### src/rtl/wkc_ram.sv
// ----------------------------------------------------------------------------
// wkc_ram
// Generic simple dual-port RAM, one write and one registered read port.
// ----------------------------------------------------------------------------
module wkc_ram #(
   parameter int WIDTH = 32,
   parameter int DEPTH = 64,
   parameter int ADDR_W = (DEPTH > 1) ? $clog2(DEPTH) : 1
) (
   input  logic              clock,
   input  logic              wr_en,
   input  logic [ADDR_W-1:0] wr_addr,
   input  logic [WIDTH-1:0]  wr_data,
   input  logic [ADDR_W-1:0] rd_addr,
   output logic [WIDTH-1:0]  rd_data
);

   logic [WIDTH-1:0] mem [DEPTH];
   logic [WIDTH-1:0] rd_data_ff;

   always_ff @(posedge clock) begin
      if (wr_en) begin
         mem[wr_addr] <= wr_data;
      end
      rd_data_ff <= mem[rd_addr];
   end

   assign rd_data = rd_data_ff;

endmodule

### config.mk
export PLATFORM = sky130hd
export DESIGN_NAME = wkc_ram
export DESIGN_NICKNAME = d
export VERILOG_FILES = /design/src/rtl/wkc_ram.sv
export SDC_FILE = /design/constraint.sdc
export NUM_CORES = 2
export LEC_CHECK = 0
export ABC_AREA = 0
export BUFFER_PORTS_ARGS = -buffer_cell sky130_fd_sc_hd__buf_2
export CAP_MARGIN = 20
export CELL_PAD_IN_SITES_DETAIL_PLACEMENT = 1
export CELL_PAD_IN_SITES_GLOBAL_PLACEMENT = 1
export CORE_MARGIN = 2
export CORE_UTILIZATION = 51
export DETAILED_ROUTE_END_ITERATION = 7
export GPL_ROUTABILITY_DRIVEN = 0
export PLACE_DENSITY = 0.83
export SYNTH_ARGS = -nofsm -noshare
export SYNTH_HDL_FRONTEND = slang
export SYNTH_SLANG_ARGS = --single-unit
### constraint.sdc
create_clock -name clock -period 4.21 [get_ports clock]
set_clock_uncertainty 0.1 [all_clocks]
set_input_delay 1.0525 -clock clock [delete_from_list [all_inputs] [get_ports clock]]
set_output_delay 1.0525 -clock clock [all_outputs]
set_load 0.02 [all_outputs]
## Word-level counts from Yosys, hierarchy flattened

Memory sizes are Yosys's and may differ from the RTL's. A register that Yosys moved wholly into a read port is not among the register bits.
Cells that the tools add are included.

- Logic and storage cells: 3
- Memories kept: 1
- Flip-flop bits (word level): 0
- Output and inout port bits: 32
- Memory bits (writable): 2048
- Bits of input ports: 46

Memories:

| name | depth | width | rd ports | clocked after Yosys merged registers in | wr ports | RTL line | text |
|---|---|---|---|---|---|---|---|
| mem | 64 | 32 | 1 | 1 | 1 | 18 | `logic [WIDTH-1:0] mem [DEPTH];` |

- Muxes and demuxes: 2

Operators with widths:

| operator | number |
|---|---|
| 2-to-1 mux 1 bit | 2 |

## Depth between registers and ports, before layout

- Depth in word-level cells: 2
- Mapped depth: 10

## Worst setup path before layout

Ideal clock, no wire load.

- Path kind: input -> register
- Start: input port wr_addr[3]
- End: memory mem[48][0], enable pin
- Data required time: 3.649 ns
- Cell stages on the path: 4
- Setup time: 0.461 ns
- Buffers on the path: 1
- Slack: -0.102 ns
- Arrival: 3.751 ns
- Cell sequence: clkbuf_1 nor2b_1 nand4b_1 nor3_1

RTL lines:

| what | RTL line | text |
|---|---|---|
| start, declared | 12 | `input logic [ADDR_W-1:0] wr_addr,` |
| end, declared | 18 |  |

Straight into the memory's write port.

==> flow_summary.json <==
{
  "outcome": "completed",
  "track_usage_pct": 29.8,
  "yosys.area_share.adder_pct": 0,
  "start_kind": "primary input",
  "hp-start": "wr_data[18]",
  "hold_viol": 0,
  "multi_input_area_um2": 16000,
  "worst_pin_slew_ns": 1.12,
  "tritoncts": "built",
  "power_uw": 42900,
  "first_global_vias": 42024,
  "worstSetupPathType": "in -> reg",
  "syn-cell-area_um2": 78500,
  "synth-async-reset-ratio_pct": 0,
  "final_cell_count_no_fill": 5849,
  "drv_cap": 0,
  "synth_top_family_by_area": "multiplexers",
  "regArea_um2": 62100,
  "cts_setup_buffers": 0,
  "ys_seq_area_share_pct": 79.1,
  "grt_max_degree": 65,
  "post-route-period-util_pct": 80.4,
  "synth.distinct_cells": 34,
  "hold_end": "mem[34][18]$_DFFE_PP_",
  "fin_tns_setup_ns": 0,
  "num_rows": 143,
  "vias": 39972,
  "clock_path_buffers": 3,
  "worstPathMaxFanout": 26,
  "vias_per_cell": 6.83,
  "crit_start": "rd_addr[0]",
  "critical_path_arrival_ns": 3.97,
  "regToRegSetupSlack_ns": 1.67,
  "slew_headroom_pct": 25.1,
  "reg2reg_to": "rd_data[2]$_DFF_P_",
  "drtAntennaViolNets": 0,
  "reg2reg_depth": 4,
  "drive_gt1_share_pct": 31.3,
  "ctsResizeCount": 0,
  "hold_path.class": "in -> reg",
  "nNetsFinal": 3694,
  "rsz0062_at_grt": "false",
  "portBuffers": 77,
  "r2r_start": "mem[25][2]$_DFFE_PP_",
  "first_iter_violations": 6167,
  "synth-xor-area-share_pct": 0,
  "antenna_found_initial": 11,
  "worst_ep_required_time_ns": 4.79,
  "die_w_um": 396,
  "ir_drop_v": 0.000385,
  "drcViolationCount": 0,
  "post_drt_wl_per_cell_um": 39.6,
  "start_util_pct": 51.5,
  "finalSetupViolCount": 0,
  "grt_pass1_wl_mm": 326,
  "synthFlopType": "edfxtp_1",
  "synthSimpleGateAreaFrac_pct": 1.27,
  "end_kind": "flip-flop",
  "syn_inst": 3324,
  "syn_nets": 3370,
  "cts_hold_buffers": 0,
  "power.density_nw_per_um2": 476,
  "fill_cells": 12416,
  "gr-total-overflow": 0,
  "dieArea_um2": 157000,
  "dp.cells": 5448,
  "insertion_delay_ns": 0.87,
  "core_area_um2": 152000,
  "cts_root_buf": "clkbuf_16",
  "htreeDepth": 4,
  "yosys_warnings": 0,
  "cts_buffers": 198,
  "max_freq_mhz": 295,
  "dr.pass1.iters": 5,
  "slew_viol_final": 0,
  "synth_edf_count": 2048,
  "fin_crit_ns": 3.39,
  "ioPinCount": 78,
  "timing.hold.ws_ns": 0.371,
  "synth_compound_area_share_pct": 1.67,
  "clk_pin_slew_ns": 0.06,
  "wl_mm": 232,
  "ys_ff_latch": 2080,
  "synthMuxAreaShare_pct": 16.8,
  "synth.avg_cell_area_um2": 23.6,
  "leakage_uw": 0.0283,
  "die_h_um": 396,
  "syn2layout_area_growth_pct": 15.0,
  "cts.sinks": 2080,
  "dp_hpwl_mm": 122,
  "hold_path_depth": 1
}
[synthesized netlist by cell type (all sizes together), types with 2 or more instances]
cell	n	share of area, %
a21oi	62	0.40
nand4	2	0.016
o32ai	4	0.045
o22ai	84	0.67
nand2b	8	0.064
nor2	137	0.65
nand3	5	0.032
or3b	5	0.056
mux2i	93	1.2
buf	108	0.77
a41o	4	0.051
o221ai	27	0.30
dfxtp	32	0.82
or3	3	0.024
nand3b	5	0.048
and2	2	0.016
nor2b	15	0.12
nand2	26	0.12
or2	3	0.024
a22oi	12	0.11
and3	4	0.032
clkbuf	74	0.35
nor3	7	0.045
edfxtp	2048	78
a311oi	8	0.089
mux4	544	16
[metrics by stage]
| step | instance area (um2) | worst slack [ns] | utilization, % |
|---|---|---|---|
| after floorplan | 78500 | 0.406 | - |
| after global placement | 83400 | 0.0886 | 54.7 |
| after detailed placement | 83400 | 0.0344 | 54.7 |
| after CTS | 89600 | 0.892 | 58.8 |
| after global routing | 90300 | 0.892 | 59.2 |
| final | 90300 | 0.824 | 59.2 |
[worst max-delay path: stages]
cell,delay (ns)
buf_8,0.30
buf_12,0.29
buf_4,0.30
mux4_2,0.54
mux4_2,0.49
o22ai_1,0.82
nor2_1,0.11
[report_power, final]
part | switching [uW] | internal, uW | total [uW]
clock | 7870 | 9700 | 17600
sequential | 123 | 22900 | 23000
combinational | 1430 | 884 | 2320
total | 9430 | 33500 | 42900
[cell usage in the layout, fill, tap and decap left out, types with 12 or more instances in the layout]
cell       netlist  layout
a21oi_1         62      62
a22oi_1         12      12
buf_12           0      95
buf_2           57      73
buf_4           25     134
bufinv_16        0      13
clkbuf_1        74      45
clkbuf_16        0     201
clkinv_1         0      46
clkinv_2         0      35
dfxtp_1         32      32
edfxtp_1      2048    2048
mux2i_1         93      93
mux4_2         544     544
nand2_1         26      26
nor2_1         137      75
nor2_4           0      62
nor2b_1         15      15
o221ai_1        27      27
o22ai_1         84      84
[how the worst max path moves through the flow]
stage,end,slack [ns],cells past startpoint
2_1_floorplan,mem[39][0]$_DFFE_PP_,0.41,4
3_3_place_gp,rd_data[2]$_DFF_P_,0.09,7
3_5_place_dp,rd_data[2]$_DFF_P_,0.03,7
4_1_cts,rd_data[2]$_DFF_P_,0.89,7
5_1_grt,rd_data[2]$_DFF_P_,0.89,7
6_report,rd_data[2]$_DFF_P_,0.82,7
[cells by family (layout without fill, tap and decap cells)]
family / count (synthesis) / after routing
AO/OA/AOI/OAI: 202 / 202
buffers and inverters: 182 / 673
flip-flops: 2080 / 2080
multiplexers: 637 / 637
other: 0 / 4
AND/OR/NAND/NOR: 223 / 223
[registers in the layout, indices dropped and copies added (netlist names)]
signal and count:
mem 2048, rd_data 32
[per-layer routing]
layer  vias up  global-route usage (%)  share of wire (%)
li1      14911                       -                  -
met1     20999                    39.8                 34
met2      3371                    47.2                 48
met3       681                    6.94                 12
met4        10                    13.9                5.1
met5         -                       0              0.028
[cell type report]
class / count / area share (%)
antenna: 4 / 0.0111
clock buffer: 254 / 5.88
clock inverter: 113 / 1.04
multi-input combinational: 1062 / 17.7
sequential: 2080 / 68.8
tap: 2030 / 2.81
timing repair buffer: 306 / 3.71
Power figures use the tool's default switching activity.
