### src/rtl/wkc_div.sv
// ----------------------------------------------------------------------------
// wkc_div
// Restoring 32-bit unsigned divider, one quotient bit per cycle.
// ----------------------------------------------------------------------------
module wkc_div (
   input  logic        clock,
   input  logic        reset,
   input  logic        start,
   input  logic [31:0] dividend,
   input  logic [31:0] divisor,
   output logic        done,
   output logic [31:0] quotient
);

   logic        busy_ff, busy_in;
   logic        done_ff, done_in;
   logic [4:0]  cnt_ff, cnt_in;
   logic [31:0] quo_ff, quo_in;
   logic [31:0] rem_ff, rem_in;
   logic [31:0] dvs_ff, dvs_in;
   logic [32:0] rem_t;

   always_comb begin
      busy_in = busy_ff;
      done_in = 1'b0;
      cnt_in  = cnt_ff;
      quo_in  = quo_ff;
      rem_in  = rem_ff;
      dvs_in  = dvs_ff;
      rem_t   = {rem_ff, quo_ff[31]};
      if (start) begin
         busy_in = 1'b1;
         cnt_in  = '0;
         quo_in  = dividend;
         rem_in  = '0;
         dvs_in  = divisor;
      end else if (busy_ff) begin
         if (rem_t >= {1'b0, dvs_ff}) begin
            rem_in = 32'(rem_t - {1'b0, dvs_ff});
            quo_in = {quo_ff[30:0], 1'b1};
         end else begin
            rem_in = rem_t[31:0];
            quo_in = {quo_ff[30:0], 1'b0};
         end
         cnt_in = cnt_ff + 5'd1;
         if (cnt_ff == 5'd31) begin
            busy_in = 1'b0;
            done_in = 1'b1;
         end
      end
   end

   always_ff @(posedge clock) begin
      if (reset) begin
         busy_ff <= 1'b0;
         done_ff <= 1'b0;
      end else begin
         busy_ff <= busy_in;
         done_ff <= done_in;
      end
      cnt_ff <= cnt_in;
      quo_ff <= quo_in;
      rem_ff <= rem_in;
      dvs_ff <= dvs_in;
   end

   assign done     = done_ff;
   assign quotient = quo_ff;

endmodule

### config.mk
export PLATFORM = sky130hd
export DESIGN_NAME = wkc_div
export DESIGN_NICKNAME = d
export VERILOG_FILES = /design/src/rtl/wkc_div.sv
export SDC_FILE = /design/constraint.sdc
export NUM_CORES = 1
export LEC_CHECK = 0
export ABC_AREA = 1
export BUFFER_PORTS_ARGS = -buffer_cell sky130_fd_sc_hd__buf_2
export CELL_PAD_IN_SITES_DETAIL_PLACEMENT = 0
export CELL_PAD_IN_SITES_GLOBAL_PLACEMENT = 1
export CORE_MARGIN = 1
export CORE_UTILIZATION = 40
export CTS_BUF_LIST = sky130_fd_sc_hd__clkbuf_8
export DETAILED_ROUTE_END_ITERATION = 6
export PLACE_DENSITY_LB_ADDON = 0.1
export SLEW_MARGIN = 20
export SYNTH_ARGS = -nofsm -noshare
export SYNTH_HDL_FRONTEND = slang
export SYNTH_SLANG_ARGS = --single-unit
### constraint.sdc
create_clock -name clock -period 2.8 [get_ports clock]
set_input_delay 0.42 -clock clock [delete_from_list [all_inputs] [get_ports clock]]
set_output_delay 0.42 -clock clock [all_outputs]
set_load 0.005 [all_outputs]
; After elaboration in Yosys (flattened, before gate mapping)
; Index checks and enable logic that the tools add are counted.
[word_totals]
word_cells = 21
reg_bits = 103
inputBits = 67
[op_classes]
n_mux = 8
n_reduce_logical = 2
add_sub_neg = 2
n_eq_ne = 1
bitwise_logic = 1
n_lt_le_gt_ge = 1
[op_table]
columns = op, n
row1 = 32-bit two-way mux, 3
row2 = 33-bit by 32-bit greater-or-equal comparator with 1-bit output, 1
row3 = 32-bit subtractor, 1
row4 = "5-bit by 1-bit adder with 5-bit output, second input constant", 1
row5 = "5-bit equality test, second input constant", 1
row6 = 1-bit two-way mux, 5
row7 = 3-bit OR reduction, 1
row8 = 2-bit nonzero test, 1
row9 = 1-bit NOT, 1

; Logic depth before layout (Yosys ltp)
[depth]
word_depth = 4
mapped_depth = 16
mapped_depth_nobuf = 16

; Worst setup path after synthesis
; OpenSTA, ideal clock, no wires.
[synth_path]
path_kind = input -> register
from = input port start
to = register quo_ff[0] (netlist: quotient[0]), enable pin
setup_ns = 0.409
path_stages = 4
n_path_buf = 2
path_slack_ns = 0.291
arrival_ns = 2.099
path_cell_list = clkbuf_1 nor2_1 inv_1 clkbuf_1
[synth_between]
elab_chain_len = 1
[synth_lines]
columns = item, line_no
row1 = start: declaration, 8  ; input logic start,
row2 = 2-bit nonzero test (no line), -
row3 = end signal: assignment, 62  ; quo_ff <= quo_in;
row4 = end: declaration, 18  ; logic [31:0] quo_ff, quo_in;
; No other way between the ends.
; A chain may end at the register's enable or synchronous reset.

; Worst setup path in the final report
[layout_path]
from = register dvs_ff[23]
to = register rem_ff[18]
[layout_between]
elab_chain_len = 2
[layout_lines]
columns = item, line_no
row1 = start: declaration, 20  ; logic [31:0] dvs_ff, dvs_in;
row2 = start signal: assignment, 64  ; dvs_ff <= dvs_in;
row3 = 33-bit by 32-bit greater-or-equal comparator with 1-bit output, 38  ; if (rem_t >= {1'b0, dvs_ff}) begin
row4 = 32-bit two-way mux, 38
row5 = end signal: assignment, 63  ; rem_ff <= rem_in;
row6 = end: declaration, 19  ; logic [31:0] rem_ff, rem_in;
; No other way between the ends.

==> summary.md <==
| Metric | Value |
|---|---|
| Area growth from synthesis to layout | 13.66% |
| Initial DRC count | 298 |
| Register area share after synthesis | 40.64% |
| Worst Hold Path EP | dvs_ff[23] |
| Initial Util | 41.41% |
| CP Launch Type | register |
| Setup ws final | 0.3557 ns |
| Cts repair resizes | 0 |
| Top cells by area, synth | edfxtp_1 (29%), nand2_1 (22%), dfxtp_1 (12%) |
| Final setup violating endpoints | 0 |
| Mapped Cells | 952 |
| Total die area | 17150 µm² |
| Share of cells above drive strength 1 | 13.54% |
| Post-synth top cells | nand2_1 (391), inv_1 (165), nand3_1 (75) |
| Tcrit/Tclk final | 87.29% |
| Worst R2R End | rem_ff[18] |
| Peak supply drop | 0.2892 mV |
| Hold Startpoint | divisor[23] |
| Largest net degree at the start of global routing | 44 |
| Final Wtd Congestion | 0.9102 |
| DR vias/cell | 4.637 |
| EDFF count, synth | 64 |
| Vias in the first global route | 5783 |
| Min Tclk post-route | 2.444 ns |
| Final Core Density | 47.07% |
| Largest delay share family, worst path | simple AND/OR/NAND/NOR gates |
| CTS Sinks | 103 |
| CTS tree | built |
| Post-synth top flop | edfxtp_1 |
| Most numerous cell in the Yosys netlist | nand2_1 |
| CTS Buf Count | 9 |
| Fmax | 409.1 MHz |
| H-tree levels | 3 |
| CP arrival | 2.71 ns |
| Cell taking the most area after synthesis | edfxtp_1 |
| Number of I/O pins | 100 |
| Endpoint class of the critical path | register |
| FP Rows | 46 |
| Antenna cells | 0 |
| Pins Over Slew Limit | 0 |
| Global-route wire length before repair | 28750 µm |
| Clk_skew | 0.01458 ns |
| DRC | 0 |
| Max transition margin | 59.27% |
| Mean area per synthesized cell | 6.985 µm² |
| DP Worst Slack | 0.3299 ns |
| Total Wirelength | 17460 µm |
| Clock latency at the later pin of the worst-skew pair | 0.40 ns |
| CTS max path bufs | 2 |
| Initial antenna violation count | 0 |
| Crit path buf inv count | 1 |
| # hold bufs at CTS | 0 |
| Hold Vio Cnt, Final | 0 |
| GRT overflow | 0 |
| Final ANT Viol Nets | 0 |
| Crit path kind | register to register |
| Final net count | 1153 |
| Hold crit path type | input pin to register |
| Worst-path fanout max | 32 |
| Flop2flop setup slack | 0.36 ns |
| Worst-Margin Slew | 0.6101 ns |
| Detailed Place HPWL | 13240 µm |
| DIE WIDTH | 130.9 µm |
| Flops & latches, synth | 103 |
| # Max-Cap Violations | 0 |
| Core area | 16060 µm² |
| Crit path max-delay cell type | nand2_4 |
| CP cell instances | inv_1 -> ha_1 -> nand2_1 -> nor2_1 -> nand2_1 -> nor3_2 -> nand2_4 -> nand2_4 -> nand2_1 -> nand3_1 -> o21ai_1 |
| Status | finished clean |
| Clk slew on worst S/H paths | 0.11 ns |
| Vias | 5898 |
| Port bufs | 99 |
| Pre-antenna DRT Iters | 5 |
| Cell variety after synth | 33 |
| R2r startpoint | dvs_ff[23] |
| Synth Cell Area | 6650 µm² |
| Worst path max stage delay | 0.37 ns |
| Area share of the largest cell type after synthesis | 28.90% |
| Final setup TNS | 0 ns |
| Async SR Flop Fraction | 0% |
| Cell mode on critical path | nand2_1 |
| Die span in y | 130.9 µm |
| R2r worst-path depth | 11 |
| Worst Path Required | 3.07 ns |
| Power per Cell Area | 414.8 nW/µm² |
| Total GRT Usage | 21.99% |
| Clock root cell | clkbuf_8 |
| Static Leak | 4.128 nW |
| Net Count, Synth | 1054 |
| Ys Warns | 0 |
| Unrepaired setup endpoints after global routing | false |
| Setup bufs post-CTS | 0 |
| Wire per inst | 13.73 µm |
| Hold Crit Depth | 1 |
==> state kept, by name, summed over array words and instances, names as in the netlist <==
name and cells:
busy_ff 1, done 1, rem_ff 32, dvs_ff 32, quotient 32, cnt_ff 5
==> how the worst max path moves through the flow <==
stage,startpoint,end,slack [ns],cells past startpoint
6_report,dvs_ff[23],rem_ff[18],0.36,11
2_1_floorplan,start,quotient[0],0.29,4
3_3_place_gp,dvs_ff[24],rem_ff[30],0.38,11
3_5_place_dp,dvs_ff[24],rem_ff[17],0.33,11
4_1_cts,dvs_ff[23],rem_ff[17],0.31,11
5_1_grt,dvs_ff[24],rem_ff[18],0.10,11
==> cell usage in the layout (no fill, tap or decap), types with 5 or more instances in the layout <==
cell type | netlist | layout
nand2_1 | 391 | 391
nand3b_1 | 21 | 21
clkbuf_8 | 0 | 9
inv_1 | 165 | 165
nor2_2 | 5 | 5
xnor2_1 | 13 | 13
a21oi_1 | 23 | 23
dfxtp_1 | 39 | 39
edfxtp_1 | 64 | 64
o21ai_1 | 15 | 15
ha_1 | 34 | 34
o21bai_1 | 5 | 5
o21ai_0 | 6 | 6
nand3_1 | 75 | 75
buf_4 | 0 | 10
inv_2 | 5 | 6
nor2_1 | 43 | 43
nor3_1 | 6 | 6
buf_2 | 8 | 99
==> stage by stage <==
step / hold slack, ns / instances / cell area, µm² / power (mW)
finish: 0.1861 / 1272 / 7559 / 3.135
global route: 0.1586 / 1272 / 7559 / 3.302
CTS: 0.1602 / 1272 / 7559 / 3.185
detailed placement: 0.4590 / 1256 / 7380 / 2.244
global placement: 0.4607 / 1256 / 7380 / 2.244
floorplan: 0.4436 / 952 / 6650 / 2.051
==> metal layers <==
metal  routed length (µm)  GRT usage [%]
met5                    0              0
met4                  290          6.761
met3                  699          3.664
met2                 7716          35.79
met1                 8755          29.80
==> layout make-up <==
type	instances	area [µm²]
fill	1715	8499
multi-input combinational	656	3191
sequential	103	2703
inverter	172	645.6
timing repair buffer	109	570.5
tap	216	270.3
clock buffer	9	123.9
clock inverter	7	55.05
==> cells by family (layout without fill, tap and decap cells) <==
family          after synthesis  in the layout  synth area share, %
xor+xnor                     14             14                1.844
simple gates                552            552                34.75
flops                       103            103                40.64
compound gates               55             55                4.685
fa+ha+maj                    35             35                6.698
buf+inv                     193            297                11.38
==> report_power, final <==
| part | switching (mW) | internal (mW) | total, mW | leakage, nW |
|---|---|---|---|---|
| clock | 0.594 | 0.336 | 0.929 | 0.0973 |
| sequential | 0.0392 | 1.72 | 1.76 | 0.957 |
| combinational | 0.277 | 0.172 | 0.449 | 3.07 |
Power figures use the tool's default switching activity.
