<file path="src/rtl/wkc_pkg.sv">
// ----------------------------------------------------------------------------
// wkc_pkg
// Types and constants shared by the weighted k-nearest-neighbour classifier.
// ----------------------------------------------------------------------------
package wkc_pkg;

   localparam int MAX_TEMPLATES_DEF = 64;
   localparam int FEATURE_COUNT_DEF = 10;
   localparam int MAX_NEIGHBORS_DEF = 50;
   localparam int NUM_CLASSES_DEF   = 16;
   localparam int FEATURE_PORTS     = 10;

   localparam logic [5:0]  NEIGHBOR_RESET   = 6'd5;
   localparam logic [31:0] WEIGHT_NUMERATOR = 32'd65536000;
   localparam logic [31:0] SAT32            = 32'hFFFF_FFFF;

   typedef enum logic [1:0] {
      MODE_CLASSIFY = 2'd0,
      MODE_ADD      = 2'd1,
      MODE_CLEAR    = 2'd2,
      MODE_NOP      = 2'd3
   } mode_type;

   typedef enum logic [1:0] {
      STATUS_OK      = 2'd0,
      STATUS_FULL    = 2'd1,
      STATUS_EMPTY   = 2'd2,
      STATUS_NO_VOTE = 2'd3
   } status_type;

   typedef enum logic [1:0] {
      CELL_HOLD,
      CELL_INSERT,
      CELL_SHIFT,
      CELL_CLEAR
   } cell_cmd_type;

   typedef struct packed {
      cell_cmd_type cmd;
      logic [31:0]  distance;
   } cell_ctrl_type;

   typedef enum logic [3:0] {
      ST_IDLE,
      ST_ADD,
      ST_MAC,
      ST_SQRT_START,
      ST_SQRT_WAIT,
      ST_INSERT,
      ST_VOTE_LOAD,
      ST_VOTE_DIV,
      ST_VOTE_ADD,
      ST_ARGMAX
   } state_type;

   typedef struct packed {
      cell_cmd_type cell_cmd;
      logic         feat_we;
      logic         lab_we;
      logic         sqrt_start;
      logic         div_start;
   } ctl_type;

endpackage

</file>
<file path="src/rtl/wkc_cell.sv">
// ----------------------------------------------------------------------------
// wkc_cell
// One slot of the sorted nearest-neighbour chain (distance, template index).
// ----------------------------------------------------------------------------
module wkc_cell #(
   parameter int IDX_W = 6
) (
   input  logic                   clock,
   input  logic                   reset,
   input  wkc_pkg::cell_ctrl_type ctrl,
   input  logic [IDX_W-1:0]       new_idx,
   input  logic                   prev_valid,
   input  logic [31:0]            prev_dist,
   input  logic [IDX_W-1:0]       prev_idx,
   input  logic                   next_valid,
   input  logic [31:0]            next_dist,
   input  logic [IDX_W-1:0]       next_idx,
   output logic                   valid,
   output logic [31:0]            distance,
   output logic [IDX_W-1:0]       idx
);
   import wkc_pkg::*;

   logic             valid_ff, valid_in;
   logic [31:0]      dist_ff, dist_in;
   logic [IDX_W-1:0] idx_ff, idx_in;

   always_comb begin
      valid_in = valid_ff;
      dist_in  = dist_ff;
      idx_in   = idx_ff;
      case (ctrl.cmd)
         CELL_INSERT: begin
            // strict compare: an equal distance stays ahead (lower index)
            if (!valid_ff || ctrl.distance < dist_ff) begin
               if (prev_valid && prev_dist <= ctrl.distance) begin
                  valid_in = 1'b1;
                  dist_in  = ctrl.distance;
                  idx_in   = new_idx;
               end else begin
                  valid_in = prev_valid;
                  dist_in  = prev_dist;
                  idx_in   = prev_idx;
               end
            end
         end
         CELL_SHIFT: begin
            valid_in = next_valid;
            dist_in  = next_dist;
            idx_in   = next_idx;
         end
         CELL_CLEAR: valid_in = 1'b0;
         default: ;
      endcase
   end

   always_ff @(posedge clock) begin
      if (reset) begin
         valid_ff <= 1'b0;
      end else begin
         valid_ff <= valid_in;
      end
      dist_ff <= dist_in;
      idx_ff  <= idx_in;
   end

   assign valid    = valid_ff;
   assign distance = dist_ff;
   assign idx      = idx_ff;

endmodule

</file>
<file path="config.mk">
export PLATFORM = sky130hd
export DESIGN_NAME = wkc_cell
export DESIGN_NICKNAME = d
export VERILOG_FILES = /design/src/rtl/wkc_pkg.sv /design/src/rtl/wkc_cell.sv
export SDC_FILE = /design/constraint.sdc
export NUM_CORES = 1
export LEC_CHECK = 0
export BUFFER_PORTS_ARGS = -buffer_cell sky130_fd_sc_hd__buf_2
export CORE_MARGIN = 2
export CORE_UTILIZATION = 45
export CTS_BUF_LIST = sky130_fd_sc_hd__clkbuf_4 sky130_fd_sc_hd__clkbuf_8 sky130_fd_sc_hd__clkbuf_16
export CTS_CLUSTER_SIZE = 24
export DETAILED_ROUTE_END_ITERATION = 7
export GPL_ROUTABILITY_DRIVEN = 0
export HOLD_SLACK_MARGIN = 0.15
export PLACE_DENSITY = 0.79
export SLEW_MARGIN = 10
export SYNTH_ARGS = -nofsm -noshare
export SYNTH_HDL_FRONTEND = slang
export SYNTH_SLANG_ARGS = --single-unit
</file>
<file path="constraint.sdc">
create_clock -name clock -period 4.75 [get_ports clock]
set_clock_uncertainty 0.2 [all_clocks]
set_input_delay 0.95 -clock clock [delete_from_list [all_inputs] [get_ports clock]]
set_output_delay 0.95 -clock clock [all_outputs]
set_load 0.03 [all_outputs]
</file>
# After elaboration in Yosys (flattened, before gate mapping)
# Cells that the tools add are included.
[word_totals]
mem_bits_rw = 0
mem_count = 0
out_inout_bits = 39
word_cells = 25
regBits = 39
mem_bits_ro = 0
latch_bits = 0
[op_classes]
mul = 0
n_reduce_logical = 7
div_mod_pow = 0
n_bitwise = 0
n_shift = 0
n_mux = 9
eq_ne = 4
n_addsub = 0
n_lt_le_gt_ge = 2
[op_table]
columns = ["op", "count"]
rows = [
  ["$mux 32", 2],
  ["$pmux 32 s2", 1],
  ["$le 32x32->1", 1],
  ["$lt 32x32->1", 1],
  ["$mux 6", 2],
  ["$pmux 6 s2", 1],
  ["$eq 2x2->1 const B", 2],
  ["$reduce_and 2->1", 2],
  ["$pmux 1 s3", 1],
  ["$reduce_bool 3->1", 1],
  ["$eq 2x1->1 const B", 1],
  ["$mux 1", 2],
  ["$ne 2x2->1 const B", 1],
  ["$reduce_bool 2->1", 1],
  ["$logic_and 1x1->1", 1],
  ["$logic_not 1->1", 1],
  ["$logic_or 1x1->1", 1],
]

# Logic depth before layout (Yosys ltp)
[logic_depth]
ltp_word = 5
mapped_depth = 10

# Worst setup path after synthesis
# Ideal clock, no wire load.
[synth_path]
path_kind = "input port to flip-flop"
startpoint = "input port ctrl[25] (netlist bit)"
endpoint = "register dist_ff[0] (netlist: distance[0]), enable pin"
cell_stages = 7
setup_slack_ns = -0.111
path_buffers = 0
t_arrival_ns = 4.210
setup_time_ns = 0.451
path_cell_list = "ha_1 -> a21o_1 -> a21o_1 -> a21oi_1 -> nor2_1 -> or4_1 -> o221ai_1"
[synth_between]
elab_chain_len = 4
[synth_lines]
columns = ["element", "line", "source"]
rows = [
  ["start, declared", "wkc_cell.sv:10", "input wkc_pkg::cell_ctrl_type ctrl,"],
  ["$lt 32x32->1", "wkc_cell.sv:35", "if (!valid_ff || ctrl.distance < dist_ff) begin"],
  ["$logic_or 1x1->1", "wkc_cell.sv:35", ""],
  ["$ne 2x2->1 (no source line)", "n/a", ""],
  ["$reduce_and 2->1 (no source line)", "n/a", ""],
  ["end signal, assigned", "wkc_cell.sv:63", "dist_ff <= dist_in;"],
  ["end, declared", "wkc_cell.sv:25", "logic [31:0] dist_ff, dist_in;"],
]
# Every way passes these cells.
# A chain may end at the register's enable or synchronous reset.

# Worst setup path in the final report
[layout_path]
startpoint = "input port ctrl[30] (netlist bit)"
endpoint = "register dist_ff[24] (netlist: distance[24]), data pin"
[layout_between]
elab_chain_len = 5
[layout_lines]
columns = ["element", "line", "source"]
rows = [
  ["$le 32x32->1", "wkc_cell.sv:36", "if (prev_valid && prev_dist <= ctrl.distance) begin"],
  ["$logic_and 1x1->1", "wkc_cell.sv:36", ""],
  ["$mux 32", "wkc_cell.sv:36", ""],
  ["$mux 32", "wkc_cell.sv:35", ""],
  ["$pmux 32 s2", "wkc_cell.sv:32", "case (ctrl.cmd)"],
  ["named net dist_in[24]", "wkc_cell.sv:25", ""],
]
# The timed path passes the listed nets, and every way through them passes these cells. The select of a mux whose other input is x is not followed.

==> results.md <==
- The internal power of the cells totals 848.7 uW.
- For this run, the top clock speed supported by timing is 0.2685 GHz.
- The cell sitting at the root of the clock tree is a clkbuf_8.
- The synthesized design contains 39 register bits.
- The final standard cell count with taps included and fillers excluded is 702.
- Entering global routing, the biggest net connects 40 pins.
- The total wirelength of the detailed-routed design is 11.02 mm.
- The min-delay analysis places its worst path in the category reg -> reg.
- The biggest area contributor in the post-synthesis netlist is edfxtp_1.
- Detailed routing inserted a total of 3889 vias.
- After filler insertion, the fill cell instance count of the layout stands at 761.
- The share of layout cells above drive strength 1 is 33.50%.
- The core region is 8217 um2.
- The worst setup path is of the in -> reg kind.
- The part of the power in the clock network is 26.1%.
- The number of pins exceeding their max-slew limit in the final report is 0.
- The commonest cells after synthesis are nand2_1 (121), inv_1 (66), ha_1 (63).
- The share of total power dissipated in combinational logic is 39.0%.
- The number of global-route vias before repair is 3822.
- In this run the vertical extent of the chip is 96.14 um.
- Across the VDD grid, the largest voltage drop is 134.9 uV.
- 159 I/O pins were placed.
- The post-cts sizing count is 0.
- Counting every sink on the clock net gives 39.
- The layout net count is 779.
- In this run switching power makes up 35.36% of total power.
- The number of search-and-repair iterations in the first detailed-routing pass is 4.
- The leakage power summed over all cells is 2.543 nW.
- The highest fanout seen on the critical path is 12.
- The site row count is 33.
- After synthesis, the netlist uses 36 different library cells.
- Counting cells, the worst reg-to-reg path comes to 9.
- The deepest clock path buffer count is 2.
- In this run the tool buffered the top-level ports with 158 buffer cells.
- The H-tree level count is 2.
- Detailed placement ended at an HPWL of 8.758 mm.
- At the worst endpoint, the arrival time is 3550 ps.
- The effective utilization at floorplan is 46.49%.
- The die area is 9242 um2.
- For this run, the leading register cell type out of synthesis is edfxtp_1.
- The run finished with clean final reports.
- The part of the cycle the worst path needs is 78.39%.
- Setup repair after global routing left no endpoint under its margin.
- The share of synthesized registers carrying an async set or reset is 0%.
- The worst path in the final design needs a cycle of 3724 ps, including I/O delays and setup.
- The top-area cell type share of the netlist area is 29.87%.
- The most common cell in the synthesized netlist is nand2_1.
- The nature of the critical path startpoint is an input pin.
- The share of the Yosys chip area taken by registers is 30.40%.
- In this run the mean area of a mapped cell was 8.623 um2.
- The instance count after placement with tap cells included is 694.
- The post-route setup TNS is 0 ps.
- The slowest cell on the critical path is a211oi_4.
- Setup violations remaining at the end of the flow were counted as 0.
- At the pin with the least slew margin, the transition time is 965.0 ps.
- The pre-CTS worst setup slack is 755.9 ps.
- The later pin in the worst-skew pair is clocked with a latency of 300 ps.
- The hold-critical path depth is 5.
- The area occupied by registers is 1161 um2.
- From synthesis to final layout, the design area changed by 27.78%.
- 0 antenna diodes ended up in the layout.
- Global routing consumed, over all layers together, 23.98% of the routing resources.
- The number of cells produced by synthesis is 443.
- The final number of hold-violating endpoints was 0.
- The max-slew headroom at the worst pin is 35.51%.
- For this run, the slowest stage of the critical path takes 560 ps.
- The first routing iteration left 128 violations.
- After synthesis, the cell types taking the most area are edfxtp_1 (30%), ha_1 (21%), nand2_1 (12%), o221ai_2 (7.9%), inv_1 (6.5%).
- The floorplan step set the die width to 96.14 um.
- The max capacitance violation total is 0.
- Buffers added to address setup during post-CTS repair amount to 0.
- The final worst slack is 1026 ps.
- The data required time at the worst endpoint is 4580 ps.
- The number of synthesized flops with an enable pin is 38.
- The reported net switching power is 464.3 uW.
- The clock buffer count from CTS is 5.
- The multi-input logic area is 2341 um2.
- Traced cell by cell, the critical path runs through buf_2 > inv_1 > ha_1 > nand4_1 > nor4_1 > nand2_1 > o311a_1 > a211oi_4 > buf_4 > o221ai_2.
- The leftover overflow at the end of global routing is 0.
- The cell area that synthesis handed to floorplanning was 3820 um2.
- The share of total power in sequential cells is 34.9%.
- The first global-routing pass estimated 17.27 mm of wire.
- The average vias per placed instance is 5.540.
- Clock-pin slew was measured on the worst setup and hold paths at 90 ps.
- The post-synth net total is 626.
- During synthesis, Yosys emitted a total of 0 warnings.
- Hold timing on the final database bottoms out at a slack of 646.2 ps.
- The kind of capture point of the worst setup path is a flip-flop.
- The final routed wire length divided by cell count is 15.69 um.
- The detailed-route DRC error count is 0.
- The number of antenna violations at the first check in global routing was 0.
- After clock tree synthesis, the flow added hold-fix buffers numbering 0.
- The count of nets left with antenna violations once routing finished came out at 0.
- TritonCTS built the clock tree.
- Power spread over the standard cell area amounts to 269.0 nW/um2.
-- power groups by stage --
stage,clock (mW),sequential (mW),combinational [mW]
2_1_floorplan,0,0.554,0.247
3_3_place_gp,0,0.466,0.497
3_5_place_dp,0,0.467,0.510
4_1_cts,0.348,0.459,0.513
5_1_grt,0.359,0.463,0.564
6_report,0.342,0.459,0.512
-- cell families (layout without fill, tap and decap cells) --
logic type                 after synthesis  in the layout  synth area share, %
AOI/OAI and AO/OA                       93             93                21.65
and+or+nand+nor                        162            162                17.92
adders and majority gates               63             63                20.64
DFF                                     39             39                30.40
buffers and inverters                   86            240                9.401
-- routing by layer --
layer / wire (um) / track usage (%)
met4: 178 / 6.786
met5: 0 / 0
met1: 4530 / 29.05
met2: 5488 / 42.88
met3: 819 / 4.699
-- cells in the final DEF, fill, tap and decap left out, types with 5 or more instances in the layout --
cell / instances
buf_2: 158
nand2_1: 121
inv_1: 66
ha_1: 63
edfxtp_1: 38
a21oi_1: 21
o221ai_2: 20
o221ai_1: 18
nand4_1: 15
a21o_1: 14
nor2_1: 8
buf_4: 7
clkbuf_8: 5
-- critical path: cells and delay by family --
family,cells,cell delay (ps)
and+or+nand+nor,3,850
AOI/OAI and AO/OA,3,890
buffers and inverters,3,530
adders and majority gates,1,310
-- sequential cells by signal, indices dropped and copies added (netlist names) --
name / count
distance: 32
idx: 6
valid: 1
-- stage by stage --
step	power, mW	cell area, um2	utilization (%)
2_1_floorplan	0.8014	3826	-
3_3_place_gp	0.9633	4745	57.74
3_5_place_dp	0.9769	4745	57.74
4_1_cts	1.320	4881	59.40
5_1_grt	1.386	4881	59.40
6_report	1.313	4881	59.40
-- final cells by class --
type	instances	share of cell area (%)
tap	105	2.692
multi-input combinational	318	47.96
inverter	66	5.076
clock buffer	6	1.564
timing repair buffer	166	17.69
sequential	39	23.79
clock inverter	2	1.230
-- final timing paths --
path | startpoint | to | slack [ps]
setup / recovery | ctrl[30] | distance[24] | 1030
setup reg to reg | distance[25] | distance[21] | 1760
hold reg to reg | valid | valid | 650
hold / removal | valid | valid | 650
No activity file was read; power rests on OpenSTA's default activity.
