**config.mk**
```make
export PLATFORM = sky130hd
export DESIGN_NAME = wkc_isqrt
export DESIGN_NICKNAME = d
export VERILOG_FILES = /design/src/rtl/wkc_isqrt.sv
export SDC_FILE = /design/constraint.sdc
export NUM_CORES = 1
export LEC_CHECK = 0
export BUFFER_PORTS_ARGS = -buffer_cell sky130_fd_sc_hd__buf_2
export CORE_AREA = 2 2 125 127
export DETAILED_ROUTE_END_ITERATION = 12
export DIE_AREA = 0 0 127 129
export MAX_ROUTING_LAYER = met4
export PLACE_DENSITY_LB_ADDON = 0.05
export SLEW_MARGIN = 0
export SYNTH_ARGS = -nofsm -noshare
export SYNTH_HDL_FRONTEND = slang
export SYNTH_SLANG_ARGS = --single-unit
```
**constraint.sdc**
```tcl
create_clock -name clock -period 2.55 [get_ports clock]
set_input_delay 0.1275 -clock clock [delete_from_list [all_inputs] [get_ports clock]]
set_output_delay 0.1275 -clock clock [all_outputs]
set_load 0.005 [all_outputs]
```
**src/rtl/wkc_isqrt.sv**
```systemverilog
// ----------------------------------------------------------------------------
// wkc_isqrt
// Integer square root of a 64-bit value, two radicand bits per cycle.
// ----------------------------------------------------------------------------
module wkc_isqrt (
   input  logic        clock,
   input  logic        reset,
   input  logic        start,
   input  logic [63:0] radicand,
   output logic        done,
   output logic [31:0] root
);

   logic        busy_ff, busy_in;
   logic        done_ff, done_in;
   logic [4:0]  cnt_ff, cnt_in;
   logic [63:0] n_ff, n_in;
   logic [32:0] rem_ff, rem_in;
   logic [31:0] root_ff, root_in;
   logic [34:0] rem_t, trial;

   always_comb begin
      busy_in = busy_ff;
      done_in = 1'b0;
      cnt_in  = cnt_ff;
      n_in    = n_ff;
      rem_in  = rem_ff;
      root_in = root_ff;
      rem_t   = {rem_ff, n_ff[63:62]};
      trial   = {1'b0, root_ff, 2'b01};
      if (start) begin
         busy_in = 1'b1;
         cnt_in  = '0;
         n_in    = radicand;
         rem_in  = '0;
         root_in = '0;
      end else if (busy_ff) begin
         n_in = {n_ff[61:0], 2'b00};
         if (rem_t >= trial) begin
            rem_in  = 33'(rem_t - trial);
            root_in = {root_ff[30:0], 1'b1};
         end else begin
            rem_in  = rem_t[32:0];
            root_in = {root_ff[30:0], 1'b0};
         end
         cnt_in = cnt_ff + 5'd1;
         if (cnt_ff == 5'd31) begin
            busy_in = 1'b0;
            done_in = 1'b1;
         end
      end
   end

   always_ff @(posedge clock) begin
      if (reset) begin
         busy_ff <= 1'b0;
         done_ff <= 1'b0;
      end else begin
         busy_ff <= busy_in;
         done_ff <= done_in;
      end
      cnt_ff  <= cnt_in;
      n_ff    <= n_in;
      rem_ff  <= rem_in;
      root_ff <= root_in;
   end

   assign done = done_ff;
   assign root = root_ff;

endmodule

```
**Word level (Yosys, flattened, before mapping)**

Index checks and enable logic that the tools add are counted.

- Input bits: 67
- Flip-flop bits (word level): 136
- Output and inout bits: 33

- Equality and inequality tests: 1
- Order comparisons: 1
- Reduce and logical (&&, ||, !) cells: 2
- Bitwise gates (word level): 1
- Multiplexer cells: 8
- Add/sub/neg operators: 2

Operator list:

| operator | count |
|---|---|
| $mux 64 | 2 |
| $ge 35x34->1 | 1 |
| $mux 33 | 1 |
| $sub 33x33->33 | 1 |
| $add 5x1->5 const B | 1 |
| $eq 5x5->1 const B | 1 |
| $mux 1 | 5 |
| $reduce_or 3->1 | 1 |
| $reduce_bool 2->1 | 1 |
| $not 1->1 | 1 |

**Logic depth before layout (Yosys ltp)**

Gate-level depths: netlist of run 1.

- Depth after elaboration: 4
- Gate-level depth with buffers: 13

**Worst setup path after synthesis of run 1**

Ideal clock, no wire load.

- Path kind: register to register
- From: register root_ff[10], in the netlist root[10]
- To: register rem_ff[14]
- Clock period less this slack: 2.618 ns
- Library setup time: 0.117 ns
- Slack: -0.068 ns
- Cell stages (with the launch flop): 12
- Data arrival time: 2.501 ns
- Path through: dfxtp_1 -> inv_1 -> ha_1 -> a21oi_1 -> o221ai_2 -> and4b_1 -> a21oi_4 -> a21oi_4 -> o21a_1 -> buf_6 -> or3_1 -> a32o_1

- Cells in the longest elaborated chain, start to end: 2
- Elaborated cells between the ends (all ways): 3
- Classes of those cells: add/sub (1); order compare (1); mux (1)

Ends and longest elaborated chain:

| what | line | text |
|---|---|---|
| start: declaration | 19 | `logic [31:0] root_ff, root_in;` |
| start signal: assignment | 65 | `root_ff <= root_in;` |
| $sub 33x33->33 or $ge 35x34->1 (tied branches) | 40, 39 |  |
| $mux 33 (*) | 39 | `if (rem_t >= trial) begin` |
| end signal: assignment | 64 | `rem_ff <= rem_in;` |
| end: declaration | 18 | `logic [32:0] rem_ff, rem_in;` |

Every way passes the cells marked *; elsewhere a longest branch is shown, timed or not.
A chain may end at the register's enable or synchronous reset.

**Worst setup path in the final report of run 1**

- From: register root_ff[6], in the netlist root[6]
- To: register rem_ff[13]

The elaborated chain is that of the path after synthesis.

==> results of run 1 <==
## cells in the final DEF (no fill, tap or decap), types with 6 or more instances in the layout
| cell type | netlist | routed |
|---|---|---|
| buf_4 | 1 | 150 |
| buf_2 | 14 | 98 |
| nor2_1 | 92 | 90 |
| edfxtp_1 | 64 | 64 |
| mux2_2 | 63 | 63 |
| dfxtp_1 | 72 | 61 |
| nand3_1 | 42 | 39 |
| inv_1 | 45 | 39 |
| nand2_1 | 34 | 34 |
| mux2i_1 | 35 | 34 |
| o21ai_1 | 29 | 28 |
| a21oi_1 | 32 | 23 |
| a311oi_1 | 29 | 22 |
| ha_1 | 36 | 20 |
| clkbuf_16 | 0 | 18 |
| xnor2_1 | 17 | 17 |
| nor3_1 | 14 | 13 |
| dlygate4sd3_1 | 0 | 13 |
| a21o_1 | 12 | 12 |
| ha_4 | 0 | 11 |
| o21ai_0 | 12 | 10 |
| nand4_1 | 10 | 10 |
| dfxtp_2 | 0 | 10 |
| xor2_1 | 9 | 9 |
| a21oi_2 | 1 | 9 |
| and3_1 | 10 | 7 |
| o21a_1 | 9 | 7 |
| a311oi_2 | 0 | 7 |
| buf_6 | 2 | 7 |
| inv_2 | 0 | 6 |
| a211oi_2 | 4 | 6 |
## state kept, by name, summed over array words and instances, names as in the netlist
signal   count
done         1
busy_ff      1
n_ff        64
root        32
rem_ff      33
cnt_ff       5
## metrics by stage
step                TNS (ns)  hold WS [ns]  total power [mW]  std cells  setup WS [ns]
global placement       -2.17         0.293              6.27       1191         -0.112
finish              -0.00836        0.0149              9.36       1247       -0.00593
global route           -2.52       0.00139              9.81       1247         -0.134
detailed placement     -3.39         0.296              6.29       1191         -0.162
CTS                  -0.0840     0.0000962              9.03       1239        -0.0320
floorplan                  0         0.200              4.86        805        0.00504
## power breakdown
part,internal [mW],total [mW],switching (mW)
Sequential,2.51,2.64,0.127
Combinational,2.07,4.27,2.20
Clock,1.45,2.45,1.00
Total,6.03,9.36,3.33
## cell families (layout without fill, tap and decap cells)
kind of cell    after synthesis  in the layout
xor+xnor                     26             26
flops                       136            136
buf+inv                      96            350
compound gates              183            183
fa+ha+maj                    36             36
simple gates                230            230
mux                          98             98
## per-layer routing
layer  vias up  share of wire
li1       3447              -
met1      3422           0.45
met3        36          0.049
met4         0          0.020
met2       214           0.48
met5         -              0
## area by class of cell
cell class,count,share of cell area
Clock buffer,19,0.0397
Sequential cell,136,0.310
Tap cell,188,0.0216
Inverter,45,0.0155
Multi-Input combinational cell,573,0.423
Timing Repair Buffer,273,0.177
Clock inverter,13,0.0133
## worst paths after layout
path                            cells after the start    startpoint    endpoint
worst min-delay path                                2  radicand[44]    n_ff[44]
worst max-delay path                               11       root[6]  rem_ff[13]
worst max register to register                     11       root[6]  rem_ff[13]
worst min register to register                      2    rem_ff[31]  rem_ff[31]
## timing repair
action,CTS,global route
resized for setup,45,53
hold endpoints to repair,12,2
hold buffers,11,2
endpoints found under the setup margin,34,34
pin swaps,30,19
setup buffers,5,5
cloned,0,1
## worst max-delay path: cells and delay by family (launching register included)
kind,cells,cell delay [ns]
DFF,1,0.33
buffers and inverters,2,0.23
and+or+nand+nor,1,0.48
adders and majority gates,1,0.21
AOI/OAI and AO/OA,7,1.19
==> results.yml, run 1 <==
floorplan:
  die-area_um2: 16400
  core_area_um2: 15000
  die_width_um: 127
  ios: 100
  start_util: 0.526
  rows: 45
  die_y_um: 129
place:
  hpwl_um: 15400
  routabilityCongestion: 0.949
  port-buffer-count: 99
  postPlaceCellArea_um2: 9600
setup_path:
  crit_top_cell: "a21oi_4"
  cp-end-kind: "flip-flop"
  slowest_stage: "or4_4"
  path_class: "reg2reg"
  path_max_fanout: 7
  cp_data_arrival_time_ns: 2.87
  required_ns: 2.87
  cp_cell_sequence: "inv_2 > ha_4 > a21o_1 > a211oi_2 > o2111ai_2 > buf_4 > a21oi_4 > a21oi_4 > o21a_4 > or4_4 > o311ai_2"
  slowest_delay_ns: 0.48
  reg2reg_slack_ns: -0.006
  crit_path_start_kind: "flip-flop"
sta:
  period_share: 1.00
  fmax_mhz: 391
  fin_crit_ns: 2.56
  rsz0062_at_grt: "yes"
  maxSlewHeadroom: 0.472
  timing_max_transition_violations_final: 0
  skew_ns: 0.00990
  tightest_slew_ns: 0.792
  hold_viol: 0
  finalSetupViolations: 2
  setup_slack_ns: -0.00593
synth:
  synth_xor_area_frac: 0.0289
  synthTopCellsByArea: "edfxtp_1 24%, dfxtp_1 18%, mux2_2 9.0%"
  synth_top_area_share: 0.244
  syn_area_um2: 7880
  synth_edf_count: 64
  synth_most_common_cell: "nor2_1"
  synth_ff_type: "dfxtp_1"
  synth_fp_nets: 908
  synth.distinct_cells: 68
  ys_ff_latch: 136
  ys_seq_area_frac: 0.427
  yosys-mux-area-fraction: 0.134
  synth-adder-area-share: 0.0571
  synth_area_leader_cell: "edfxtp_1"
  synth_compound_area_frac: 0.167
  syn_avg_cell_area_um2: 9.79
  yosys-top-cells-count: "92 x nor2_1, 72 x dfxtp_1, 64 x edfxtp_1"
  syn-instance-count: 805
  yosys_warnings: 0
  synthArstFlopShare: 0
  yosys.area_share.simple: 0.136
  synth_top_family_by_area: "compound AO/OA/AOI/OAI gates"
clock_tree:
  clockBufferDepth: 2
  htree_levels: 4
  cts-buffers-inserted: 17
  clock_latency_ns: 0.42
  cts.clk_slew.worst_paths_ns: 0.06
  cts-root-buf: "clkbuf_16"
  cts_num_sinks: 136
  cts_tree: "done"
route:
  postRouteAntennaNets: 0
  num_vias: 7119
  drc: 0
  via_per_inst: 5.71
  routed_wl_um: 22200
  wl_per_cell_um: 17.8
  dr.pass1.iters: 6
  first_iter_violations: 414
cells_and_area:
  multi_input_area_um2: 4600
  fillers: 1137
  drive_gt1_frac: 0.425
  fin_area_um2: 10900
  syn_to_final_growth_pct: 38.2
  fin_util: 0.728
  nets: 1149
  final-seq-area_um2: 3380
  antennaDiodeCount: 0
pwr:
  cellPowerDensity_nw_per_um2: 859
  peakVddDrop_mv: 0.554
  p_leak_nw: 4.55
global_routing:
  grt_util_met2: 0.444
  antenna_found_initial: 0
  globalRoute.busiestLayer: "met2"
  grt_pass1_wl_um: 35100
  grtUsageMet3: 0.0570
  grt_overflow: 0
  grt_pass1_vias: 7221
  met1_usage: 0.354
  grt_max_degree: 65
  grtUsageTotal: 0.276
min_path:
  worstHoldPathType: "in2reg"
status:
  violations: "setup timing"
  status: "finished with violations"
run:
  drv_cap: 0
No activity file was read; power rests on OpenSTA's default activity.
==> run 2: changes to the inputs <==
Settings changed: PLACE_DENSITY set to 0.76, PLACE_DENSITY_LB_ADDON 0.05 to unset.
==> run 2 against run 1 <==
  * The flow finishes with violations (hold timing, setup timing)
  * Flip-flop and latch count unchanged
  * Cell count increased by 2.3%
  * Non-clock buffer count increased by 29
  * Fmax decreased by 3.5%
  * Utilization increased by 4.1 points
  * Routed wire length increased by 7.5%
  * Register-to-register slack got worse by 0.09 ns
  * Worst setup slack got worse by 0.093 ns
  * Critical endpoint is now rem_ff[3]
==> results.yml, run 2 (synthesis gave the netlist of run 1 again) <==
clock_tree:
  cts-buffers-inserted: 17
  clockBufferDepth: 2
  cts-root-buf: "clkbuf_16"
  cts_num_sinks: 136
  cts_tree: "done"
  clock_latency_ns: 0.44
  htree_levels: 4
  cts.clk_slew.worst_paths_ns: 0.07
route:
  dr.pass1.iters: 6
  num_vias: 7437
  wl_per_cell_um: 18.7
  drc: 0
  postRouteAntennaNets: 0
  first_iter_violations: 629
  routed_wl_um: 23800
  via_per_inst: 5.83
setup_path:
  cp_data_arrival_time_ns: 2.98
  timing.critical_path.from: "root[1]"
  crit_path_start_kind: "flip-flop"
  required_ns: 2.88
  reg2reg_slack_ns: -0.1
  reg2reg_depth: 13
  path_max_fanout: 11
  timing.rr.start: "root[1]"
  path_class: "reg2reg"
  reg2reg_to: "rem_ff[3]"
  cp-end-kind: "flip-flop"
cells_and_area:
  largest_reg_flops: 64
  top_register: "n_ff"
  final_common_cell: "buf_4"
  layout_common_cells: "138 x buf_4, 98 x buf_2, 89 x nor2_1"
  antennaDiodeCount: 0
  syn_to_final_growth_pct: 46.0
  drive_gt1_frac: 0.438
  nets: 1178
sta:
  period_share: 1.04
  finalSetupViolations: 18
  tightest_slew_ns: 0.674
  fin_crit_ns: 2.65
  maxSlewHeadroom: 0.551
  hold_viol: 1
  setup_slack_ns: -0.0990
  fmax_mhz: 378
  rsz0062_at_grt: "yes"
  skew_ns: 0.0105
  timing_max_transition_violations_final: 0
  holdWs_ns: -0.00353
place:
  hpwl_um: 14400
  port-buffer-count: 99
  routabilityCongestion: 1.02
  dp_slack_ns: -0.225
min_path:
  worstHoldPathType: "in2reg"
  hold_path_end: "n_ff[7]"
  hold_path.startpoint: "radicand[7]"
  whs_path_depth: 2
global_routing:
  antenna_found_initial: 0
  grt_overflow: 0
  grt_util_met2: 0.490
  grt_pass1_vias: 7424
  grtUsageMet3: 0.0578
  globalRoute.busiestLayer: "met2"
  grt_pass1_wl_um: 36100
  met1_usage: 0.338
  grt_max_degree: 136
  grtUsageTotal: 0.287
floorplan:
  ios: 100
  die_y_um: 129
  rows: 45
  core_area_um2: 15000
  die_width_um: 127
  die-area_um2: 16400
  start_util: 0.526
status:
  status: "finished with violations"
  violations: "hold timing, setup timing"
pwr:
  finalPower_mw: 9.65
  peakVddDrop_mv: 0.635
  p_leak_nw: 4.73
  cellPowerDensity_nw_per_um2: 839
run:
  drv_cap: 0
run 2: cell types whose count changed in the layout (fill, tap and decap cells not counted), sizes merged:
cell         before  now
dlygate4sd3      13   49
clkbuf           20   19
buf             259  251
clkinv            4    2
inv              49   54
bufinv            2    0
clkinvlp          3    4
run 2: layout make-up:
cell class | instances | area, um2
Sequential cell | 136 | 3390
Multi-Input combinational cell | 573 | 4830
Clock inverter | 15 | 151
Fill cell | 922 | 3470
Inverter | 45 | 169
Tap cell | 188 | 235
Timing Repair Buffer | 302 | 2310
Clock buffer | 17 | 425
run 2: worst max-delay path: stages (launching register included):
cell and delay (ns):
dfxtp_2 0.34, inv_1 0.07, ha_4 0.25, o211a_1 0.13
a211oi_2 0.30, o2111ai_4 0.17, a21oi_4 0.21, a21oi_4 0.07
buf_6 0.12, o21ai_4 0.15, buf_12 0.15, buf_16 0.14
nand3_1 0.10, a311oi_1 0.32
run 2: power by group:
part	leakage (nW)	switching, mW	total, mW	internal (mW)
logic	3.22	2.31	4.56	2.25
registers	1.24	0.142	2.66	2.51
clock network	0.271	1.14	2.44	1.30
run 2: per-layer routing:
metal | wire (um) | vias to the layer above
met4 | 640 | 0
met2 | 12000 | 323
met3 | 1580 | 56
li1 | - | 3513
met5 | 0 | -
met1 | 9610 | 3545
run 2: repair_timing:
action,4_1_cts,5_1_grt
pin swaps,10,56
gates cloned,2,2
hold endpoints to repair,50,0
endpoints found under the setup margin,31,34
hold buffers,49,0
resized for setup,46,100
buffers inserted,7,12
run 2: worst max-delay path by stage:
stage | endpoint | depth (start not counted)
final | rem_ff[3] | 13
after global placement | rem_ff[26] | 11
after floorplan | rem_ff[14] | 12
after global routing | rem_ff[4] | 13
after detailed placement | rem_ff[26] | 11
after CTS | rem_ff[28] | 12
run 2: through the flow:
stage | util | cells | cell area [um2] | TNS, ns | hold WS, ns
2_1_floorplan | - | 805 | 7920 | 0 | 0.200
3_3_place_gp | 0.633 | 1173 | 9480 | -0.324 | 0.294
3_5_place_dp | 0.633 | 1173 | 9480 | -2.05 | 0.296
4_1_cts | 0.727 | 1263 | 10900 | -0.442 | 0.000194
5_1_grt | 0.768 | 1276 | 11500 | -3.52 | 0.000319
6_report | 0.768 | 1276 | 11500 | -0.714 | -0.00353
==> run 3: changes to the inputs <==
--- a/config.mk
+++ b/config.mk
@@ -7,9 +7,10 @@
 export LEC_CHECK = 0
 export BUFFER_PORTS_ARGS = -buffer_cell sky130_fd_sc_hd__buf_2
-export CORE_AREA = 2 2 125 127
+export CAP_MARGIN = 10
+export CORE_AREA = 2 2 96 167
 export DETAILED_ROUTE_END_ITERATION = 12
-export DIE_AREA = 0 0 127 129
+export DIE_AREA = 0 0 98 169
 export MAX_ROUTING_LAYER = met4
-export PLACE_DENSITY = 0.76
+export PLACE_DENSITY = 0.75
 export SLEW_MARGIN = 0
 export SYNTH_ARGS = -nofsm -noshare
==> constraint.sdc (replaced) <==
create_clock -name clock -period 2.55 [get_ports clock]
set_input_delay 0.51 -clock clock [delete_from_list [all_inputs] [get_ports clock]]
set_output_delay 0.51 -clock clock [all_outputs]
set_load 0.005 [all_outputs]
==> run 3 against run 2 <==
  * The flow finishes with violations (setup timing)
  * Die area increased by 1.1%
  * Sequential share of layout area grew 1.3 points
  * Cell count decreased by 3.1%
  * Utilization down 4.6 points
  * Sequential power is essentially flat
  * Largest power group unchanged
==> results.yml, run 3 (synthesis gave the netlist of run 1 again) <==
status:
  status: "finished with violations"
  violations: "setup timing"
cells_and_area:
  syn_to_final_growth_pct: 39.7
  nets: 1141
  fin_util: 0.723
  antennaDiodeCount: 0
  layout_common_cells: "153 x buf_4, 98 x buf_2, 90 x nor2_1"
  top_register: "n_ff"
  largest_reg_flops: 64
  final_common_cell: "buf_4"
  drive_gt1_frac: 0.461
run:
  drv_cap: 0
setup_path:
  cp_data_arrival_time_ns: 2.93
  path_class: "reg2reg"
  required_ns: 2.86
  cp-end-kind: "flip-flop"
  crit_path_start_kind: "flip-flop"
  path_max_fanout: 8
route:
  wl_per_cell_um: 18.9
  postRouteAntennaNets: 0
  via_per_inst: 5.91
  dr.pass1.iters: 7
  num_vias: 7313
  drc: 0
  first_iter_violations: 297
  routed_wl_um: 23300
sta:
  tightest_slew_ns: 0.516
  period_share: 1.03
  hold_viol: 0
  finalSetupViolations: 9
  maxSlewHeadroom: 0.655
  setup_slack_ns: -0.0731
  skew_ns: 0.0152
  fmax_mhz: 381
  tns_ns: -0.206
  fin_crit_ns: 2.62
  rsz0062_at_grt: "yes"
  timing_max_transition_violations_final: 0
  holdWs_ns: 0.257
clock_tree:
  cts_num_sinks: 136
  cts.clk_slew.worst_paths_ns: 0.07
  cts_tree: "done"
  htree_levels: 4
  cts-buffers-inserted: 17
  ctsHoldBuffers: 0
  clock_latency_ns: 0.43
  clockBufferDepth: 2
  cts-root-buf: "clkbuf_16"
place:
  hpwl_um: 16500
  port-buffer-count: 99
  dp_slack_ns: -0.413
  routabilityCongestion: 0.978
global_routing:
  grt_max_degree: 65
  grt_pass1_wl_um: 36000
  grt_pass1_vias: 7391
  grtUsageTotal: 0.282
  grt_overflow: 0
  antenna_found_initial: 0
floorplan:
  core_area_um2: 15200
  die_y_um: 169
  start_util: 0.517
  ios: 100
  rows: 60
  die_width_um: 98
  die-area_um2: 16600
pwr:
  cellPowerDensity_nw_per_um2: 897
  finalPower_mw: 9.88
  p_leak_nw: 4.58
  peakVddDrop_mv: 0.565
min_path:
  worstHoldPathType: "in2reg"
## run 3: cell count changes in the layout (fill, tap and decap cells not counted), sizes merged
| cell | previous run | this run |
|---|---|---|
| dlygate4sd3 | 49 | 0 |
| buf | 251 | 265 |
| clkinvlp | 4 | 1 |
| clkbuf | 19 | 17 |
| clkinv | 2 | 4 |
| bufinv | 0 | 1 |
## run 3: stage by stage
stage	cell area (um2)	std cells
after detailed placement	9650	1194
after global routing	11000	1237
after CTS	10600	1232
after floorplan	7920	805
after global placement	9650	1194
final	11000	1237
## run 3: critical path, stage by stage (launching register included)
cell and delay [ns]:
dfxtp_2 0.34, inv_2 0.04, ha_4 0.24, a21o_1 0.17
a211oi_2 0.30, o2111ai_4 0.20, a21oi_4 0.22, a21oi_4 0.08
o21a_1 0.20, buf_6 0.15, or3_1 0.30, a32o_1 0.26
## run 3: repair_timing
item,4_1_cts,5_1_grt
pin swaps,17,47
setup buffers,6,5
setup endpoints to repair,29,32
resized for setup,52,81
## run 3: final cells by class
class	instances	area, um2
clock buffers	17	425
clock inverters	15	174
fillers	1118	4230
inverters	45	169
multi-input cells	573	4770
flip-flops and latches	136	3380
well taps	186	233
repair buffers	265	1860
## run 3: final timing paths
check / startpoint / to / slack [ns] / depth (start not counted)
worst min-delay path: reset / busy_ff / 0.26 / 2
worst max register to register: root[6] / rem_ff[14] / -0.07 / 11
worst max-delay path: root[6] / rem_ff[14] / -0.07 / 11
worst min register to register: rem_ff[31] / rem_ff[31] / 0.49 / 2
## run 3: metal layers
metal	global-route usage	routed length, um
met1	0.273	8210
met2	0.525	12900
met3	0.0446	869
met4	0.158	1420
met5	-	0
## run 3: power breakdown
part           switching (mW)  internal [mW]  leakage (nW)  total (mW)
clock                    1.13           1.40         0.293        2.53
combinational            2.39           2.30          3.04        4.69
sequential              0.141           2.51          1.24        2.65
total                    3.66           6.22          4.58        9.88
